### src/rtl/shm_ram.sv
// generic single-write, single-read ram with registered read data
module shm_ram #(
    parameter int WIDTH = 64,
    parameter int DEPTH = 60
) (
    input  logic                     i_clk,
    input  logic                     i_we,
    input  logic [$clog2(DEPTH)-1:0] i_waddr,
    input  logic [WIDTH-1:0]         i_wdata,
    input  logic                     i_re,
    input  logic [$clog2(DEPTH)-1:0] i_raddr,
    output logic [WIDTH-1:0]         o_rdata
);

    logic [WIDTH-1:0] r_mem [DEPTH];
    logic [WIDTH-1:0] r_rdata;

    always_ff @(posedge i_clk) begin
        if (i_we) begin
            r_mem[i_waddr] <= i_wdata;
        end
        if (i_re) begin
            r_rdata <= r_mem[i_raddr];
        end
    end

    assign o_rdata = r_rdata;

endmodule

### config.mk
export PLATFORM = sky130hd
export DESIGN_NAME = shm_ram
export DESIGN_NICKNAME = d
export VERILOG_FILES = /design/src/rtl/shm_ram.sv
export SDC_FILE = /design/constraint.sdc
export NUM_CORES = 2
export LEC_CHECK = 0
export BUFFER_PORTS_ARGS = -buffer_cell sky130_fd_sc_hd__buf_4
export CORE_ASPECT_RATIO = 1.1
export CORE_MARGIN = 5
export CORE_UTILIZATION = 45
export DETAILED_ROUTE_END_ITERATION = 10
export PLACE_DENSITY_LB_ADDON = 0.05
export SYNTH_ARGS = -nofsm -noshare
export SYNTH_HDL_FRONTEND = slang
export SYNTH_SLANG_ARGS = --single-unit
### constraint.sdc
create_clock -name i_clk -period 7.4 [get_ports i_clk]
set_input_delay 1.48 -clock i_clk [delete_from_list [all_inputs] [get_ports i_clk]]
set_output_delay 1.48 -clock i_clk [all_outputs]
set_load 0.02 [all_outputs]
==> impl_metrics.csv <==
group,metric,value,unit
worst_setup_path,crit_slowest_cell,"and2_0",
layout,drive_above_1_share,28.5,%
layout,layout.nets,6675,
clock_network,cts_resized,0,
timing,finalClockSkew,0.0288,ns
power_and_ir_drop,p_leak,52.0,nW
timing,fin_setup_tns,0,ns
yosys,yosysSeqAreaShare,79.4,%
timing,tightest_slew,1.39,ns
worst_setup_path,crit_chain,"buf_8, buf_4, and2_0, nand2_1, o22ai_1, a211oi_1, o22a_1",
global_route,overflow,0,
worst_setup_path,r2r_start,"r_mem[46][41]",
routing,ant_nets,0,
yosys,synth_ff_type,"edfxtp_1",
clock_network,tritoncts,"built",
power_and_ir_drop,ir_worst_vdd,0.205,mV
worst_setup_path,cp_data_required_time,8.08,ns
timing,finalSetupViolations,0,
layout,syn_to_final_growth,13.7,%
worst_setup_path,path_buf_inv,2,
routing,drt_iter0_markers,8317,
placed_design,port-buffer-count,142,
timing,relSlewSlack,7.43,%
routing,vias_per_cell,6.24,
clock_network,worstSkewPairLatency,0.94,ns
yosys,synth_edf_count,3904,
global_route,grt_usage,25.3,%
global_route,grt_pass1_vias,71900,
clock_network,h-tree-depth,5,
floorplanning,ios,143,
run_status,outcome,"complete, no violations",
timing,layout_min_cycle_time,3.90,ns
floorplanning,initial_core_util,45.2,%
routing,wl_per_cell,38.4,um
placed_design,gp_congestion,0.746,
worst_setup_path,cp-start-kind,"primary input",
clock_network,clockBufferDepth,4,
clock_network,hold_buffers,0,
floorplanning,chipHeight,611,um
timing,slew_violations,0,
timing,fin_crit_sh,52.8,%
worst_setup_path,r2r-end,"o_rdata[41]",
timing,whs,0.801,ns
routing,dr.pass1.iters,5,
worst_setup_path,crit_family,"simple AND/OR/NAND/NOR gates",
clock_network,clk_pin_slew,0.06,ns
yosys,synth.avg_cell_area,23.8,um^2
timing,rsz0062_at_grt,"no",
yosys,synthCells,6208,
timing,final_hold_viol_count,0,
yosys,ys_ff_latch,3904,
global_route,grt_pass1_wl,596,mm
worst_setup_path,cpPeakStageDelay,0.92,ns
worst_setup_path,critPathLaunch,"i_raddr[1]",
power_and_ir_drop,power.density,277,nW/um^2
yosys,synth_nets,6287,
hold_path,worstHoldPathType,"register to register",
floorplanning,core_area,327000,um^2
yosys,ys_async_sr_fraction,0,%
placed_design,dpl.hpwl,220,mm
floorplanning,dieArea,340000,um^2
worst_setup_path,end_kind,"register",
worst_setup_path,path_class,"primary input to register",
routing,routed_wl,433,mm
global_route,grt_max_degree,101,
clock_network,clock_sinks,3904,
worst_setup_path,r2r_setup_slack,5.24,ns
clock_network,cts_setup_buffers,0,
worst_setup_path,reg2reg_depth,5,
worst_setup_path,cp_max_fo,24,
yosys,syn_area,148000,um^2
floorplanning,core.rowCount,220,
floorplanning,fp.dieW,556,um
routing,vias,70200,
worst_setup_path,path_depth,7,
worst_setup_path,crit_end,"o_rdata[4]",
job,maxCapViolCount,0,
timing,max_freq,0.256,GHz
routing,drc_errors,0,
clock_network,cts_root_buffer,"clkbuf_16",
global_route,grt_antenna_before_repair,28,
yosys,synth.distinct_cells,41,
yosys,synth_warnings,0,
clock_network,cts_made_buffers,400,
worst_setup_path,arrival,4.59,ns
-- worst min path at each step --
stage	slack, ns	end	cells after the start	startpoint
6_report	0.80	o_rdata[23]	3	r_mem[56][23]
5_1_grt	0.85	o_rdata[23]	3	r_mem[59][23]
4_1_cts	0.81	o_rdata[23]	3	r_mem[59][23]
3_5_place_dp	0.80	o_rdata[23]	3	r_mem[59][23]
3_3_place_gp	0.80	o_rdata[8]	3	r_mem[59][8]
2_1_floorplan	0.77	o_rdata[17]	3	r_mem[58][17]
-- cells in the final DEF (no fill, tap or decap), drive strengths merged, types with 33 or more instances in the layout --
cell type and count:
a211oi 36, a21oi 122, a22oi 139, buf 329, bufinv 33, clkbuf 483, clkinv 185, edfxtp 3904
mux2i 161, mux4 978, nand2 85, nor2 101, o21ai 84, o22ai 37
-- metrics by stage --
step | instances | util, % | power, mW | setup WS [ns] | instance area [um^2]
global route | 11300 | 51.3 | 47.9 | 3.50 | 168000
CTS | 11300 | 51.3 | 46.9 | 3.63 | 168000
floorplan | 6208 | - | 26.2 | 0.531 | 148000
finish | 11300 | 51.3 | 46.4 | 3.50 | 168000
global placement | 10500 | 47.5 | 27.2 | 2.62 | 155000
detailed placement | 10500 | 47.5 | 27.3 | 2.58 | 155000
-- where the power goes --
group	internal, mW	leakage [nW]	switching (mW)
combinational	0.789	10.6	1.35
clock	11.3	6.18	8.42
sequential	24.5	35.2	0.0873
total	36.6	52.0	9.86
-- metal layers --
metal	share of wire (%)	track usage, %	up-vias	wire length (um)
li1	-	-	27600	-
met2	50	42.0	2719	216000
met5	0.016	0	-	71
met4	1.8	4.60	12	7690
met1	42	36.2	39400	181000
met3	6.4	3.86	487	27800
-- cells by family (layout without fill, tap and decap cells) --
| logic type | Yosys count | after routing | share of synthesized area, % |
|---|---|---|---|
| DFF | 3904 | 3904 | 79.4 |
| other | 0 | 7 | 0 |
| and+or+nand+nor | 263 | 263 | 0.783 |
| muxes | 1171 | 1171 | 16.3 |
| buffers and inverters | 344 | 1059 | 1.18 |
| AOI/OAI and AO/OA | 526 | 526 | 2.37 |
-- worst register-to-register path: stages, from the launching register on --
cell	delay (ns)
edfxtp_1	0.37
mux4_2	0.47
mux2i_1	0.29
o21ai_0	0.13
a31oi_1	0.48
nand3_1	0.18
-- layout make-up --
class                           instances  area [um^2]
Clock buffer                          482        10500
Antenna cell                            7         17.5
Multi-Input combinational cell       1960        29200
Clock inverter                        247         2090
Timing Repair Buffer                  330         3290
Fill cell                           25500       159000
Sequential cell                      3904       117000
Tap cell                             4329         5420
-- sequential cells by signal, indices dropped and copies added (netlist names) --
| register | flops |
|---|---|
| o_rdata | 64 |
| r_mem | 3840 |
-- cells in the mapped netlist (all sizes together), types with 2 or more instances --
library cell	number	area, um^2
edfxtp	3904	117000
mux4	978	22000
buf	192	1160
mux2i	161	1610
clkbuf	152	572
a22oi	139	1040
a21oi	122	611
nor2	101	379
nand2	85	319
o21ai	84	420
o22ai	37	231
a211oi	36	270
mux2	32	360
o221ai	32	280
a221oi	21	184
nand3	21	105
a31oi	16	100
nor2b	15	93.8
o211a	12	120
nand2b	10	62.6
nor3	10	50.1
a211o	9	78.8
o211ai	5	37.5
o22a	5	43.8
a32oi	4	35.0
nand3b	4	30.0
or3	4	25.0
and2	3	18.8
or2	3	18.8
or3b	3	26.3
a22o	2	17.5
nand4	2	12.5
o32a	2	20.0
(Power assumes the default switching activity.)
