### config.mk
export PLATFORM = sky130hd
export DESIGN_NAME = shm_div
export DESIGN_NICKNAME = d
export VERILOG_FILES = /design/src/rtl/shm_pkg.sv /design/src/rtl/shm_div.sv
export SDC_FILE = /design/constraint.sdc
export NUM_CORES = 1
export LEC_CHECK = 0
export BUFFER_PORTS_ARGS = -buffer_cell sky130_fd_sc_hd__buf_4
export CAP_MARGIN = 5
export CELL_PAD_IN_SITES_DETAIL_PLACEMENT = 2
export CELL_PAD_IN_SITES_GLOBAL_PLACEMENT = 2
export CORE_MARGIN = 2
export CORE_UTILIZATION = 39
export CTS_BUF_LIST = sky130_fd_sc_hd__clkbuf_4 sky130_fd_sc_hd__clkbuf_8
export DETAILED_ROUTE_END_ITERATION = 7
export PLACE_DENSITY = 0.78
export SETUP_SLACK_MARGIN = 0.02
export SLEW_MARGIN = 10
export SYNTH_ARGS = -nofsm -noshare
export SYNTH_HDL_FRONTEND = slang
export SYNTH_SLANG_ARGS = --single-unit
export TNS_END_PERCENT = 10
### constraint.sdc
create_clock -name i_clk -period 6.75 [get_ports i_clk]
set_input_delay 1.0125 -clock i_clk [delete_from_list [all_inputs] [get_ports i_clk]]
set_output_delay 1.0125 -clock i_clk [all_outputs]
set_load 0.01 [all_outputs]
### src/rtl/shm_pkg.sv
// shared constants and types for the sliding hour/minute counter
package shm_pkg;

    localparam int BUCKET_COUNT_DEF       = 60;
    localparam int SECONDS_PER_BUCKET_DEF = 60;

    localparam int TIME_W    = 32;
    localparam int AMT_W     = 32;
    localparam int CNT_W     = 64;
    localparam int MIN_OUT_W = 27;
    localparam int IDX_IN_W  = 6;
    localparam int STAT_W    = 2;

    localparam logic [STAT_W-1:0] ST_COUNTED = 2'd0;
    localparam logic [STAT_W-1:0] ST_TOO_OLD = 2'd1;
    localparam logic [STAT_W-1:0] ST_READ    = 2'd2;

    localparam logic CMD_INC  = 1'b0;
    localparam logic CMD_READ = 1'b1;

    typedef struct packed {
        logic              go;
        logic [TIME_W-1:0] dividend;
    } t_div_req;

endpackage

### src/rtl/shm_div.sv
// constant divider by reciprocal multiplication, one of two fixed divisors per request
module shm_div #(
    parameter int DIV_W     = 12,
    parameter int DIVISOR_A = 60,
    parameter int DIVISOR_B = 60
) (
    input  logic                       i_clk,
    input  logic                       i_rst_n,
    input  shm_pkg::t_div_req          i_req,
    input  logic                       i_sel_b,
    output logic                       o_done,
    output logic [shm_pkg::TIME_W-1:0] o_quotient,
    output logic [DIV_W-1:0]           o_remainder
);

    import shm_pkg::*;

    // x / d == (x * ceil(2^(TIME_W+l) / d)) >> (TIME_W+l) for every x below 2^TIME_W,
    // with 2^l >= d; the reciprocal fits in TIME_W+1 bits
    localparam int SHIFT_A = TIME_W + $clog2(DIVISOR_A);
    localparam int SHIFT_B = TIME_W + $clog2(DIVISOR_B);
    localparam logic [63:0] RECIP_A_FULL =
        ((64'd1 << SHIFT_A) + 64'(DIVISOR_A) - 64'd1) / 64'(DIVISOR_A);
    localparam logic [63:0] RECIP_B_FULL =
        ((64'd1 << SHIFT_B) + 64'(DIVISOR_B) - 64'd1) / 64'(DIVISOR_B);
    localparam logic [TIME_W:0] RECIP_A = (TIME_W + 1)'(RECIP_A_FULL);
    localparam logic [TIME_W:0] RECIP_B = (TIME_W + 1)'(RECIP_B_FULL);
    localparam logic [DIV_W-1:0] DIV_A = DIV_W'(DIVISOR_A);
    localparam logic [DIV_W-1:0] DIV_B = DIV_W'(DIVISOR_B);
    localparam int PROD_W = 2 * TIME_W + 1;

    logic                r_busy;
    logic                r_done;
    logic                r_sel;
    logic [TIME_W-1:0]   r_x;
    logic [PROD_W-1:0]   r_prod;
    logic [TIME_W-1:0]   r_quo;

    logic [TIME_W:0]     recip;
    logic [PROD_W-1:0]   prod;
    logic [DIV_W-1:0]    divisor;

    assign recip   = i_sel_b ? RECIP_B : RECIP_A;
    assign prod    = PROD_W'(i_req.dividend) * PROD_W'(recip);
    assign divisor = r_sel ? DIV_B : DIV_A;

    always_ff @(posedge i_clk) begin
        if (!i_rst_n) begin
            r_busy <= 1'b0;
            r_done <= 1'b0;
        end else begin
            r_busy <= i_req.go;
            r_done <= r_busy;
        end
        if (i_req.go) begin
            r_x    <= i_req.dividend;
            r_sel  <= i_sel_b;
            r_prod <= prod;
        end
        if (r_busy) begin
            r_quo <= r_sel ? TIME_W'(r_prod >> SHIFT_B) : TIME_W'(r_prod >> SHIFT_A);
        end
    end

    // remainder is below the divisor, so the low bits of x - q * d are enough
    assign o_done      = r_done;
    assign o_quotient  = r_quo;
    assign o_remainder = r_x[DIV_W-1:0] - DIV_W'(r_quo[DIV_W-1:0] * divisor);

endmodule

==> results.yml <==
route:
  wl_per_cell_um: 23.4
  drc_errors: 0
  vias: 8988
  dr.first_iter.drc_count: 289
  vias_per_cell: 5.16
  dr.pass1.iters: 4
  wirelength_mm: 40.9
  ant_nets: 0
sta:
  skew_ns: 0.00732
  fmax_mhz: 143
  finalMaxSlewViolations: 0
  worstMarginPinSlew_ns: 0.617
  fin_ws_ns: -0.245
  post-route-min-period_ns: 6.99
  period_share_pct: 104
  fin_tns_setup_ns: -1.61
  setup_viol: 12
  rsz0062_at_grt: "true"
  report.final.hold_viol_count: 0
  relSlewSlack_pct: 58.9
critical_path:
  reg2reg_depth: 1
  end_kind: "flip-flop"
  startpoint_type: "primary input"
  reg2reg_slack_ns: 5.69
  r2r-start: "r_busy$_SDFF_PN0_"
  cpMaxStageDelayCell: "fa_2"
  worst-setup-path-type: "in -> reg"
  crit_fanout: 3
  crit_required_ns: 6.89
  reg2reg_to: "o_quotient[17]$_DFFE_PP_"
  path_buf_inv: 7
  max_stage_delay_ns: 0.59
  cp.arrival_ns: 7.13
  critPathTopFamily: "adder cells"
  cp_common_cell: "fa_1"
yosys:
  syn-cell-area_um2: 12400
  synth-edff-count: 66
  avgSynthCellArea_um2: 10.8
  ys_ff_latch: 68
  synth.most_common_cell: "inv_1"
  synth_top_family_by_area: "adder cells"
  synthAdderAreaFrac_pct: 59.8
  synthXorXnorAreaFrac_pct: 3.39
  yosys.area.top_type: "ha_1"
  yosys_warnings: 0
  ys_dominant_reg_cell: "edfxtp_1"
  async_reset_ff_share_pct: 0
  synth_compound_area_share_pct: 6.49
  synthMuxAreaShare_pct: 0
  synth_area_leaders: "ha_1 (32%), fa_1 (28%), edfxtp_1 (16%)"
  syn_inst: 1149
  yosys.area_share.simple_pct: 3.49
  synth_common_cells: "inv_1 (332), ha_1 (318), fa_1 (171)"
  synth_top_area_share_pct: 32.1
  seq_area_frac_synth_pct: 16.3
  yosysUniqueCellTypes: 53
clock_tree:
  clock_sinks: 68
  clockBufferDepth: 2
  cts-htree-levels: 3
  clockRootBuffer: "clkbuf_8"
  clk_pin_slew_ns: 0.09
  clock_latency_ns: 0.39
  cts_tree: "yes"
  numCtsBuffers: 9
  holdBufCountCts: 0
layout:
  final_util_pct: 46.7
  drive_gt1_share_pct: 17.9
  final_area_um2: 14600
  fillers: 3223
  area_growth_pct: 18.2
  fin_nets: 1861
  regArea_um2: 2020
  multi_input_area_um2: 9310
  diodes: 0
placed_design:
  post_dp_cell_area_um2: 14200
  gp_congestion: 0.841
  dp_hpwl_mm: 35.8
  portBuffers: 74
run:
  drv_cap: 0
floorplan:
  core_um2: 31400
  die_y_um: 182
  die_w_um: 182
  start_util_pct: 39.5
  die_area_um2: 33200
  pin_count: 81
  rows: 65
status:
  status: "finished, violations left"
  violations: "negative setup slack"
worst_hold_path:
  min_from: "r_prod[56]$_DFFE_PP_"
  min_path_cells: 0
  holdPathEnd: "o_quotient[18]$_DFFE_PP_"
  worst_hold_path_type: "reg -> reg"
global_routing:
  grt_max_degree: 41
  gr-total-overflow: 0
  grt_pass1_wl_mm: 64.1
  grt_usage_pct: 26.0
  grt_pass1_vias: 11100
  grt_antenna_before_repair: 1
logic make-up (layout without fill, tap and decap cells):
kind of cell             count (synthesis)  in the layout
AO/OA/AOI/OAI                          115            115
XOR/XNOR                                48             48
adder cells (fa/ha/maj)                489            489
AND/OR/NAND/NOR                         88             88
buffers and inverters                  340            528
other                                    1              5
flip-flops                              68             68
through the flow:
step,cells,hold WS [ns],worst slack [ns]
CTS,1742,0.426,-0.157
finish,1743,0.427,-0.245
detailed placement,1719,0.405,-0.861
floorplan,1153,0.400,0.00744
global placement,1719,0.401,-0.626
global route,1743,0.432,-0.483
state kept, by name, indices dropped and copies added, names as in the netlist:
name        count
o_done          1
r_prod         27
r_x            12
r_busy          1
o_quotient     27
worst max path at each step:
stage              from  slack [ns]                   end  cells past startpoint
2_1_floorplan  i_req[1]       0.007  r_prod[61]$_DFFE_PP_                     24
4_1_cts        i_req[5]       -0.16  r_prod[61]$_DFFE_PP_                     25
3_5_place_dp   i_req[4]       -0.86  r_prod[61]$_DFFE_PP_                     23
3_3_place_gp   i_req[4]       -0.63  r_prod[61]$_DFFE_PP_                     23
5_1_grt        i_req[5]       -0.48  r_prod[61]$_DFFE_PP_                     25
6_report       i_req[5]       -0.24  r_prod[61]$_DFFE_PP_                     25
area by class of cell:
class | instances | area share (%)
multi-input combinational | 745 | 63.6
sequential | 68 | 13.8
timing repair buffer | 180 | 9.25
inverter | 332 | 8.51
tap | 402 | 3.43
clock buffer | 9 | 0.846
clock inverter | 7 | 0.564
timing repair:
item / in CTS / in global routing
gates resized for setup: 26 / 8
gates cloned: 0 / 0
pin swaps: 21 / 4
setup endpoints to repair: 21 / 22
buffers inserted: 7 / 1
cells in the final DEF (no fill, tap or decap), drive strengths merged, types with 7 or more instances in the layout:
cell / count
inv: 336
ha: 318
buf: 180
fa: 171
edfxtp: 66
a21oi: 48
xnor2: 31
nand2: 27
a21o: 18
nor2: 18
xor2: 17
o21ai: 16
clkbuf: 9
nand4: 7
per-layer routing:
layer	wire, um	part of all wire, %	track usage (%)
met1	15900	39	29.6
met2	22300	55	50.3
met3	1280	3.1	3.23
met4	1280	3.1	7.97
met5	13	0.032	0
Power is left out: the tool's default activity adds up to more than one toggle a clock period on the data nets, which glitch-free logic cannot reach.
